File: config.mk
export PLATFORM = sky130hd
export DESIGN_NAME = multicycle_mips_control_fsm
export DESIGN_NICKNAME = d
export VERILOG_FILES = /design/src/mmc_pkg.sv /design/src/mmc_decode.sv /design/src/multicycle_mips_control_fsm.sv
export SDC_FILE = /design/constraint.sdc
export NUM_CORES = 1
export LEC_CHECK = 0
export BUFFER_PORTS_ARGS = -buffer_cell sky130_fd_sc_hd__buf_4
export CORE_UTILIZATION = 59
export DETAILED_ROUTE_END_ITERATION = 8
export GPL_ROUTABILITY_DRIVEN = 0
export PLACE_DENSITY = 0.89
export SLEW_MARGIN = 5
export SYNTH_ARGS = -nofsm -noshare
export SYNTH_HDL_FRONTEND = slang
export SYNTH_HIERARCHICAL = 1
export SYNTH_SLANG_ARGS = --single-unit
File: constraint.sdc
create_clock -name clk -period 7.1 [get_ports clk]
set_input_delay 0.355 -clock clk [delete_from_list [all_inputs] [get_ports clk]]
set_output_delay 0.355 -clock clk [all_outputs]
set_load 0.01 [all_outputs]
File: src/mmc_pkg.sv
// ----------------------------------------------------------------------------
// mmc_pkg
// Shared types and codes for the multicycle MIPS control unit: opcodes,
// subfunctions, load enable bits, select codes and the one-hot phase type.
// ----------------------------------------------------------------------------
package mmc_pkg;

  localparam logic [5:0] OP_SPECIAL = 6'h00;
  localparam logic [5:0] OP_J       = 6'h02;
  localparam logic [5:0] OP_JAL     = 6'h03;
  localparam logic [5:0] OP_BEQ     = 6'h04;
  localparam logic [5:0] OP_BNE     = 6'h05;
  localparam logic [5:0] OP_ADDI    = 6'h08;
  localparam logic [5:0] OP_LW      = 6'h23;
  localparam logic [5:0] OP_SW      = 6'h2b;

  localparam logic [5:0] FN_JR      = 6'h08;
  localparam logic [5:0] FN_HALT    = 6'd12;
  localparam logic [5:0] FN_ADD     = 6'h20;
  localparam logic [5:0] FN_SUB     = 6'h22;

  localparam logic [7:0] LD_PC   = 8'h01;
  localparam logic [7:0] LD_IR   = 8'h02;
  localparam logic [7:0] LD_REG  = 8'h04;
  localparam logic [7:0] LD_MAR  = 8'h08;
  localparam logic [7:0] LD_MDLR = 8'h10;
  localparam logic [7:0] LD_MDSR = 8'h20;
  localparam logic [7:0] MEM_RD  = 8'h40;
  localparam logic [7:0] MEM_WRT = 8'h80;

  localparam logic [2:0] B_FOUR   = 3'd0;
  localparam logic [2:0] B_REG    = 3'd1;
  localparam logic [2:0] B_IMM    = 3'd2;
  localparam logic [2:0] B_IMM_X4 = 3'd3;
  localparam logic [2:0] B_ZERO   = 3'd4;

  localparam logic [1:0] WR_RD  = 2'd0;
  localparam logic [1:0] WR_RT  = 2'd1;
  localparam logic [1:0] WR_R31 = 2'd2;

  localparam logic ALU_ADD = 1'b0;
  localparam logic ALU_SUB = 1'b1;

  typedef enum logic [3:0] {
    PH_FETCH  = 4'b0001,
    PH_DECODE = 4'b0010,
    PH_MEM    = 4'b0100,
    PH_WBACK  = 4'b1000
  } phase_t;

  typedef struct packed {
    logic [7:0] load_enables;
    logic       pc_sel;
    logic       addr_sel;
    logic       a_sel;
    logic [2:0] b_sel;
    logic       write_data_sel;
    logic [1:0] write_reg_sel;
    logic       alu_op;
  } ctrl_t;

  typedef struct packed {
    ctrl_t  ctrl;
    phase_t phase_next;
    logic   halt_now;
  } dec_t;

  function automatic logic [1:0] phase_code(input phase_t ph);
    logic [1:0] code;
    case (ph)
      PH_FETCH:  code = 2'd0;
      PH_DECODE: code = 2'd1;
      PH_MEM:    code = 2'd2;
      PH_WBACK:  code = 2'd3;
      default:   code = 2'd0;
    endcase
    return code;
  endfunction

endpackage

File: src/mmc_decode.sv
// ----------------------------------------------------------------------------
// mmc_decode
// Per-phase decode of the instruction word into load enables, selects,
// ALU function, next phase and a halt request.
// ----------------------------------------------------------------------------
module mmc_decode import mmc_pkg::*; (
  input  logic [31:0] instr,
  input  logic        alu_zero,
  input  phase_t      phase,
  input  logic        halt_flag,
  output dec_t        dec
);

  logic [5:0] op;
  logic [5:0] fn;

  assign op = instr[31:26];
  assign fn = instr[5:0];

  always_comb begin
    dec            = '0;
    dec.phase_next = PH_FETCH;
    if (halt_flag) begin
      dec.phase_next = phase;
    end else begin
      case (phase)
        PH_FETCH: begin
          dec.ctrl.load_enables = MEM_RD | LD_PC | LD_IR;
          dec.ctrl.addr_sel     = 1'b1;
          dec.ctrl.b_sel        = B_FOUR;
          dec.ctrl.alu_op       = ALU_ADD;
          dec.phase_next        = PH_DECODE;
        end
        PH_DECODE: begin
          if (op == OP_J) begin
            dec.ctrl.pc_sel       = 1'b1;
            dec.ctrl.load_enables = LD_PC;
          end else if (op == OP_SPECIAL && fn == FN_ADD) begin
            dec.ctrl.a_sel         = 1'b1;
            dec.ctrl.b_sel         = B_REG;
            dec.ctrl.write_reg_sel = WR_RD;
            dec.ctrl.load_enables  = LD_REG;
          end else if (op == OP_SPECIAL && fn == FN_SUB) begin
            dec.ctrl.a_sel         = 1'b1;
            dec.ctrl.b_sel         = B_REG;
            dec.ctrl.alu_op        = ALU_SUB;
            dec.ctrl.write_reg_sel = WR_RD;
            dec.ctrl.load_enables  = LD_REG;
          end else if (op == OP_ADDI) begin
            dec.ctrl.a_sel         = 1'b1;
            dec.ctrl.b_sel         = B_IMM;
            dec.ctrl.write_reg_sel = WR_RT;
            dec.ctrl.load_enables  = LD_REG;
          end else if (op == OP_LW) begin
            dec.ctrl.a_sel        = 1'b1;
            dec.ctrl.b_sel        = B_IMM;
            dec.ctrl.load_enables = LD_MAR;
            dec.phase_next        = PH_MEM;
          end else if (op == OP_SW) begin
            dec.ctrl.a_sel        = 1'b1;
            dec.ctrl.b_sel        = B_IMM;
            dec.ctrl.load_enables = LD_MAR | LD_MDSR;
            dec.phase_next        = PH_MEM;
          end else if (op == OP_BEQ || op == OP_BNE) begin
            dec.ctrl.a_sel  = 1'b1;
            dec.ctrl.b_sel  = B_REG;
            dec.ctrl.alu_op = ALU_SUB;
            dec.phase_next  = PH_MEM;
          end else if (op == OP_JAL) begin
            dec.ctrl.b_sel         = B_ZERO;
            dec.ctrl.write_reg_sel = WR_R31;
            dec.ctrl.pc_sel        = 1'b1;
            dec.ctrl.load_enables  = LD_REG | LD_PC;
          end else if (op == OP_SPECIAL && fn == FN_JR) begin
            dec.ctrl.a_sel        = 1'b1;
            dec.ctrl.b_sel        = B_ZERO;
            dec.ctrl.load_enables = LD_PC;
          end else begin
            // halt opcode and anything unrecognised
            dec.halt_now   = 1'b1;
            dec.phase_next = phase;
          end
        end
        PH_MEM: begin
          if (op == OP_LW) begin
            dec.ctrl.load_enables = MEM_RD | LD_MDLR;
            dec.phase_next        = PH_WBACK;
          end else if (op == OP_SW) begin
            dec.ctrl.load_enables = MEM_WRT;
          end else if ((op == OP_BEQ && alu_zero) || (op == OP_BNE && !alu_zero)) begin
            dec.ctrl.b_sel        = B_IMM_X4;
            dec.ctrl.load_enables = LD_PC;
          end
        end
        PH_WBACK: begin
          if (op == OP_LW) begin
            dec.ctrl.write_reg_sel  = WR_RT;
            dec.ctrl.write_data_sel = 1'b1;
            dec.ctrl.load_enables   = LD_REG;
          end
        end
        default: begin
          dec.phase_next = PH_FETCH;
        end
      endcase
    end
  end

endmodule

File: src/multicycle_mips_control_fsm.sv
// ----------------------------------------------------------------------------
// multicycle_mips_control_fsm
// Control unit of a multicycle MIPS subset: phase sequencer, sticky halt
// and cycle counter, with a registered control word per request.
//
//   channel   handshake             payload
//   request   req_valid / req_stall instr, alu_zero
//   result    res_valid / res_stall load_enables .. cycles_so_far
//
// One request per clock unless req_stall; each result is ready the next cycle.
// Decode is one pass of logic from the request ports into the result register.
// rst sets phase to fetch and clears halt flag, cycle counter and result valid.
// req_stall rises only while a result is held and res_stall is high.
// ----------------------------------------------------------------------------
module multicycle_mips_control_fsm import mmc_pkg::*; (
  input  logic        clk,
  input  logic        rst,
  input  logic        req_valid,
  output logic        req_stall,
  input  logic [31:0] instr,
  input  logic        alu_zero,
  output logic        res_valid,
  input  logic        res_stall,
  output logic [7:0]  load_enables,
  output logic        pc_sel,
  output logic        addr_sel,
  output logic        a_sel,
  output logic [2:0]  b_sel,
  output logic        write_data_sel,
  output logic [1:0]  write_reg_sel,
  output logic        alu_op,
  output logic        halted,
  output logic [1:0]  phase_now,
  output logic [31:0] cycles_so_far
);

  phase_t      phase;
  logic        halt_flag;
  logic [31:0] cycle_counter;
  logic        accept;
  logic        halt_next;
  logic [31:0] cycle_counter_next;
  dec_t        dec;
  ctrl_t       ctrl;

  mmc_decode u_decode (
    .instr     (instr),
    .alu_zero  (alu_zero),
    .phase     (phase),
    .halt_flag (halt_flag),
    .dec       (dec)
  );

  assign req_stall          = res_valid && res_stall;
  assign accept             = req_valid && !req_stall;
  assign halt_next          = halt_flag || dec.halt_now;
  assign cycle_counter_next = halt_next ? cycle_counter : cycle_counter + 32'd1;

  always_ff @(posedge clk) begin
    if (rst) begin
      phase         <= PH_FETCH;
      halt_flag     <= 1'b0;
      cycle_counter <= '0;
      res_valid     <= 1'b0;
    end else begin
      if (accept) begin
        halt_flag     <= halt_next;
        cycle_counter <= cycle_counter_next;
        if (!halt_next) begin
          phase <= dec.phase_next;
        end
        res_valid <= 1'b1;
      end else if (!res_stall) begin
        res_valid <= 1'b0;
      end
    end
  end

  // result register: load on accept, hold otherwise
  always_ff @(posedge clk) begin
    if (accept) begin
      ctrl          <= dec.ctrl;
      halted        <= halt_next;
      phase_now     <= phase_code(phase);
      cycles_so_far <= cycle_counter_next;
    end
  end

  assign load_enables   = ctrl.load_enables;
  assign pc_sel         = ctrl.pc_sel;
  assign addr_sel       = ctrl.addr_sel;
  assign a_sel          = ctrl.a_sel;
  assign b_sel          = ctrl.b_sel;
  assign write_data_sel = ctrl.write_data_sel;
  assign write_reg_sel  = ctrl.write_reg_sel;
  assign alu_op         = ctrl.alu_op;

endmodule
---- Word level (Yosys, flattened, before mapping) ----
Cells that the tools add are included.
storage, ports and cells
  logic and storage cells ................. 127
  output and inout port bits .............. 55
  bits of input ports ..................... 37
  register bits ........................... 91
cells by class
  bitwise operators ....................... 4
  equality and inequality tests ........... 16
  mux-type cells .......................... 73
  reduce and logical (&&, ||, !) cells .... 18
  add/sub/neg operators ................... 1
operators with widths
  operator                                        count
  2-to-1 mux 8 bit                                8
  2-to-1 mux 4 bit                                11
  2-to-1 mux 3 bit                                14
  2-to-1 mux 5 bit                                7
  adder 32 x 1 -> 32 bit, second input constant   1
  2-to-1 mux 32 bit                               1
  case mux 8 bit (4 select lines)                 1
  == test 6 bit, second input constant            4
  2-to-1 mux 1 bit                                18
  2-to-1 mux 9 bit                                2
  == test 6 x 2 -> 1 bit, second input constant   2
  == test 6 x 3 -> 1 bit, second input constant   2
  == test 6 x 4 -> 1 bit, second input constant   2
  2-to-1 mux 6 bit                                2
  case mux 4 bit (3 select lines)                 1
  != test 11 x 2 -> 1 bit, second input constant  1
  2-to-1 mux 2 bit                                5
  logical AND 1 bit                               7
  logical NOT 6 bit                               1
  case mux 2 bit (3 select lines)                 1
  case mux 3 bit (2 select lines)                 1
  == test 4 x 1 -> 1 bit, second input constant   1
  == test 4 x 2 -> 1 bit, second input constant   1
  == test 4 x 3 -> 1 bit, second input constant   1
  10 further kinds                                17

---- Depth between registers and ports, before layout ----
Gate-level depths: netlist of the first run.
  depth in word-level cells ............... 20
  mapped depth ............................ 12

---- By module ----
The synthesis of the first run kept the hierarchy.
by module, submodules not included
  module                       area an instance (um2)  cells an instance  instances
  multicycle_mips_control_fsm  3976.3                  355                1
  mmc_decode                   566.8                   93                 1

---- Least setup slack after synthesis of the first run ----
No wires, ideal clock.
  path kind ............................... in2reg
  from .................................... input req_valid
  to ...................................... register phase[0]
  data arrival time ....................... 3256 ps
  required time ........................... 6980 ps
  stages on the path ...................... 6
  slack ................................... 3724 ps
  cell sequence ........................... a21bo_1 clkbuf_1 inv_2 clkbuf_1 nand2_1 a211o_1
on the way
  word-level cells in the longest chain between the ends .. 2
ends and longest elaborated chain
  what                           RTL line                           RTL
  start: declaration             multicycle_mips_control_fsm.sv:18  input logic req_valid,
  logical AND 1 bit              multicycle_mips_control_fsm.sv:55  assign accept = req_valid && !req_stall;
  named net accept               multicycle_mips_control_fsm.sv:40  logic accept;
  AND reduction 4 bit (no line)  n/a
  end signal: assignment         multicycle_mips_control_fsm.sv:70  phase <= dec.phase_next;
  end: declaration               multicycle_mips_control_fsm.sv:37  phase_t phase;
The timed path passes the listed nets, and every way through them passes these cells.
A chain may end at the register's enable or synchronous reset.

==> impl_metrics.ini, run 1 <==
[run_status]
status = completed

[worst_setup_path]
worst-r2r-setup-slack_ns = 3.87
r2r_cells = 8
worstPathArrival_ns = 3.68
path_class = input port to flip-flop
path_max_fanout = 17
crit_start = instr[0]
critPathRequiredTime_ns = 7.35
start_kind = input port
r2r-end = cycles_so_far[18]
endpoint_kind = flip-flop
reg2reg_from = phase[1]

[cells_and_area]
finalNonFillerCells = 602
seq_area_sq_um = 2350
multiInputGateArea_sq_um = 2020
drive_above_1_share_pct = 19.7
nets = 536
diodes = 0
area_growth_pct = 16.2
utilization_pct = 72.0
num-fill-cells = 489

[route]
num_vias = 3650
wl_per_cell_um = 15.9
detail-route-antenna-nets = 0
viasPerCell = 6.06
drtPass1Iterations = 5
wirelength_mm = 9.60
drt_iter0_markers = 448
drcViolationCount = 0

[cts]
clkTransAtPathRegs_ns = 0.09
post_cts_buffers = 0
h-tree-depth = 3
cts_buffers = 9
cts_sinks = 91
postCtsHoldBufs = 0
cts_buffer_depth = 2
root_buffer = clkbuf_8
cts_tree = done
clkLatencyLatePin_ns = 0.36
cts_resized = 0

[floorplanning]
initial_utilization_pct = 62.0
rows = 31
core_area_sq_um = 7330
die-area_sq_um = 8060
die_y_um = 89.8
die_x_um = 89.8
pin_count = 92

[yosys]
ys_warn_count = 6
synth.top_cells.by_area = edfxtp_1, dfxtp_1, xor2_1
ys_seq_area_share_pct = 51.8
synth_area_sq_um = 4540
synth_commonest_cells = edfxtp_1, nor2_1, dfxtp_1
avgSynthCellArea_sq_um = 10.1
synth_enable_flop_cells = 53
synth_most_common_cell = edfxtp_1
ys_types = 55
ys_ff_latch = 91
synthArstFlopShare_pct = 0
synth_top_area_share_pct = 35.0
ys_dominant_reg_cell = edfxtp_1
synth_cells = 448
synth_top_area_cell = edfxtp_1
synthesis.nets = 486

[hold_path]
min_to = res_valid
hp-class = input port to flip-flop
hp-start = req_valid
holdPathStages = 3

[global_route]
first_global_vias = 3457
grt_use_total_pct = 24.7
grt_max_degree = 50
grt-ovfl-total = 0
antenna_found_initial = 0
grt_pass1_wl_mm = 16.0

[timing]
rsz0062_at_grt = false
setup_violations = 0
fmax_ghz = 0.292
slew_viol_final = 0
fin_crit_ns = 3.42
setup_slack_ns = 3.68
maxSlewHeadroom_pct = 45.0
finalSetupTns_ns = 0
hold_viol = 0
min_period_over_period_pct = 48.2
tightest_slew_ns = 0.822
skew_ns = 0.0120

[power]
power.leakage_nw = 2.01
ir_drop_mv = 0.134
p_per_area_nw_per_um2 = 198
total_power_mw = 1.05

[place]
io_buffers = 71
place_ws_ns = 3.36
hpwl_mm = 6.31
placed_cells = 586

[run]
cap_violations = 0
[worst max path at each step]
stage,end
6_report,cycle_counter[26]
5_1_grt,cycle_counter[26]
3_5_place_dp,cycle_counter[26]
4_1_cts,cycle_counter[26]
2_1_floorplan,phase[0]
3_3_place_gp,cycle_counter[26]
[cell usage in the layout (no fill, tap or decap), drive strengths merged, types with 17 or more instances in the layout]
cell,count
xor2,29
nor4,20
dfxtp,38
a21oi,29
buf,73
nand2,26
or4,17
nor2,41
edfxtp,53
nor3,20
[cell families (layout without fill, tap and decap cells)]
group                    count (synthesis)  count (layout)  share of synthesized area (%)
AO/OA/AOI/OAI                           65              65                           8.79
XOR/XNOR                                43              43                           8.29
adder cells (fa/ha/maj)                  1               1                          0.275
buffers and inverters                   42              97                           3.69
flip-flops                              91              91                           51.8
multiplexers                             9               9                           2.31
AND/OR/NAND/NOR                        197             197                           24.9
[per-layer routing]
metal,track usage (%),routed length (um),part of all wire [%],vias to the layer above
li1,-,-,-,1766
met1,32.3,4100,43,1675
met2,39.4,4540,47,184
met3,5.58,771,8.0,25
met4,10.5,186,1.9,0
met5,0,0,0,-
[per-stage QoR]
stage	area, sq um	hold WS [ns]
2_1_floorplan	4540	0.459
3_3_place_gp	5080	0.472
3_5_place_dp	5080	0.493
4_1_cts	5280	0.209
5_1_grt	5280	0.259
6_report	5280	0.209
[flip-flops by register name, summed over array words and instances, names as in the netlist]
signal          flops
a_sel               1
pc_sel              1
res_valid           1
b_sel               3
addr_sel            1
load_enables        8
phase               4
phase_now           2
halt_flag           1
cycles_so_far      32
halted              1
write_reg_sel       2
cycle_counter      32
write_data_sel      1
alu_op              1
[layout make-up]
type                    count  area share [%]
flip-flops and latches     91            44.5
multi-input cells         315            38.3
repair buffers             73            10.4
clock buffers              13            3.01
well taps                  99            2.35
clock inverters             3           0.853
inverters                   8           0.569
[where the power goes]
group | total (mW) | switching [mW] | leakage, nW | internal (mW)
clock network | 0.361 | 0.178 | 0.104 | 0.183
registers | 0.591 | 0.0115 | 0.835 | 0.579
logic | 0.0954 | 0.0530 | 1.07 | 0.0424
total | 1.05 | 0.242 | 2.01 | 0.805
[critical path, cell delays in order]
cell,delay [ns]
buf_4,0.11
or4_1,0.62
o21ai_0,0.32
a21o_1,0.22
nor4_1,0.10
or3b_1,0.49
or3_1,0.68
nor4_1,0.42
mux2_1,0.37
Power figures use the tool's default switching activity.
==> run 2: changes to the inputs <==
Settings changed: CORE_UTILIZATION 59 to 55, PLACE_DENSITY 0.89 to 0.84.
Clock period 7.1 ns to 3.5 ns, I/O delays scaled along.
==> impl_metrics.ini, run 2 (synthesis results as in run 1) <==
[cells_and_area]
nets = 543
area_growth_pct = 16.7
layout_common_cells = buf_4, edfxtp_1, nor2_1, dfxtp_1
layout_commonest_cell = buf_4
fin_area_sq_um = 5300
diodes = 0
drive_above_1_share_pct = 21.0

[cts]
h-tree-depth = 3
root_buffer = clkbuf_8
clkTransAtPathRegs_ns = 0.09
post_cts_buffers = 0
cts_resized = 0
cts_buffer_depth = 2
cts_buffers = 9
clkLatencyLatePin_ns = 0.36
cts_sinks = 91
postCtsHoldBufs = 0
cts_tree = done

[power]
ir_drop_mv = 0.201
p_per_area_nw_per_um2 = 382
power.leakage_nw = 2.03
p_int_mw = 1.54
switching_share_pct = 24.0
seqPwrFrac_pct = 59.2
total_power_mw = 2.02
clock_power_share_pct = 31.0
combPwrFrac_pct = 9.8
p_switching_uw = 486

[global_route]
grt_use_total_pct = 23.6
first_global_vias = 3408
grt-ovfl-total = 0
met2_usage_pct = 37.6
grt_use_met3_pct = 3.86
busiest_layer = met2
met1_usage_pct = 31.3
antenna_found_initial = 0
grt_max_degree = 47
grt_pass1_wl_mm = 16.1

[route]
wirelength_mm = 9.72
wl_per_cell_um = 15.9
drt_iter0_markers = 362
num_vias = 3782
detail-route-antenna-nets = 0
viasPerCell = 6.18
drcViolationCount = 0
drtPass1Iterations = 5

[place]
placed_cell_area_sq_um = 5130
place_ws_ns = 0.205
hpwl_mm = 6.53
io_buffers = 71

[timing]
skew_ns = 0.0119
slew_viol_final = 0
min_period_over_period_pct = 84.7
tightest_slew_ns = 0.790
setup_violations = 0
fin_crit_ns = 2.97
finalSetupTns_ns = 0
setup_slack_ns = 0.534
rsz0062_at_grt = false
maxSlewHeadroom_pct = 47.3
hold_viol = 0
fmax_ghz = 0.337

[worst_setup_path]
worstPathArrival_ns = 3.25
r2r-end = cycles_so_far[31]
endpoint_kind = flip-flop
crit_start = instr[0]
r2r_cells = 10
path_class = input port to flip-flop
critPathRequiredTime_ns = 3.79
reg2reg_from = phase[1]
path_max_fanout = 17
start_kind = input port
worst-r2r-setup-slack_ns = 0.64

[floorplanning]
core_area_sq_um = 7850
rows = 32
initial_utilization_pct = 57.9
die-area_sq_um = 8630
pin_count = 92
die_x_um = 92.9
die_y_um = 92.9

[hold_path]
hp-start = req_valid
min_to = res_valid
hp-class = input port to flip-flop
holdPathStages = 3

[run_status]
status = completed

[run]
cap_violations = 0
run 2: cell count changes in the layout (fill, tap and decap cells not counted), sizes merged:
cell	change
inv	+1
bufinv	-1
buf	+7
clkbuf	-2
clkinv	+2
run 2: per-stage QoR:
step	std cells	hold WS [ns]	utilization (%)
after floorplan	448	0.296	-
after global placement	596	0.390	65.4
after detailed placement	596	0.409	65.4
after CTS	612	0.0234	67.6
after global routing	612	0.0974	67.6
final	612	0.0334	67.6
run 2: worst max-delay path by stage:
stage	end	slack (ns)	cells after the start
after floorplan	phase[0]	0.16	6
after detailed placement	cycle_counter[26]	0.21	10
final	cycle_counter[18]	0.53	10
after global routing	cycles_so_far[31]	0.38	10
after CTS	cycle_counter[26]	0.57	10
after global placement	cycle_counter[26]	0.27	10
run 2: layout make-up:
cell class / count / area, sq um
fillers: 624 / 2540
repair buffers: 80 / 601
clock buffers: 11 / 141
multi-input cells: 315 / 2020
well taps: 102 / 128
inverters: 8 / 30.0
clock inverters: 5 / 27.5
flip-flops and latches: 91 / 2350
run 2: critical path, stage by stage:
cell,delay (ns)
buf_4,0.10
or4_1,0.62
o21ai_0,0.35
a21o_1,0.21
nor4_1,0.09
or3b_1,0.42
or3_1,0.38
buf_4,0.20
or4b_1,0.52
a21oi_1,0.17
run 2: metal layers:
| layer | routed length, um | part of all wire [%] |
|---|---|---|
| met3 | 689 | 7.1 |
| met2 | 4610 | 47 |
| met5 | 0 | 0 |
| met1 | 4140 | 43 |
| met4 | 280 | 2.9 |
run 2: power groups by stage:
stage / combinational [mW] / clock [mW] / sequential [mW]
final: 0.199 / 0.627 / 1.20
after global routing: 0.217 / 0.684 / 1.20
after CTS: 0.198 / 0.637 / 1.20
after detailed placement: 0.197 / 0 / 1.22
after global placement: 0.190 / 0 / 1.22
after floorplan: 0.0903 / 0 / 1.24
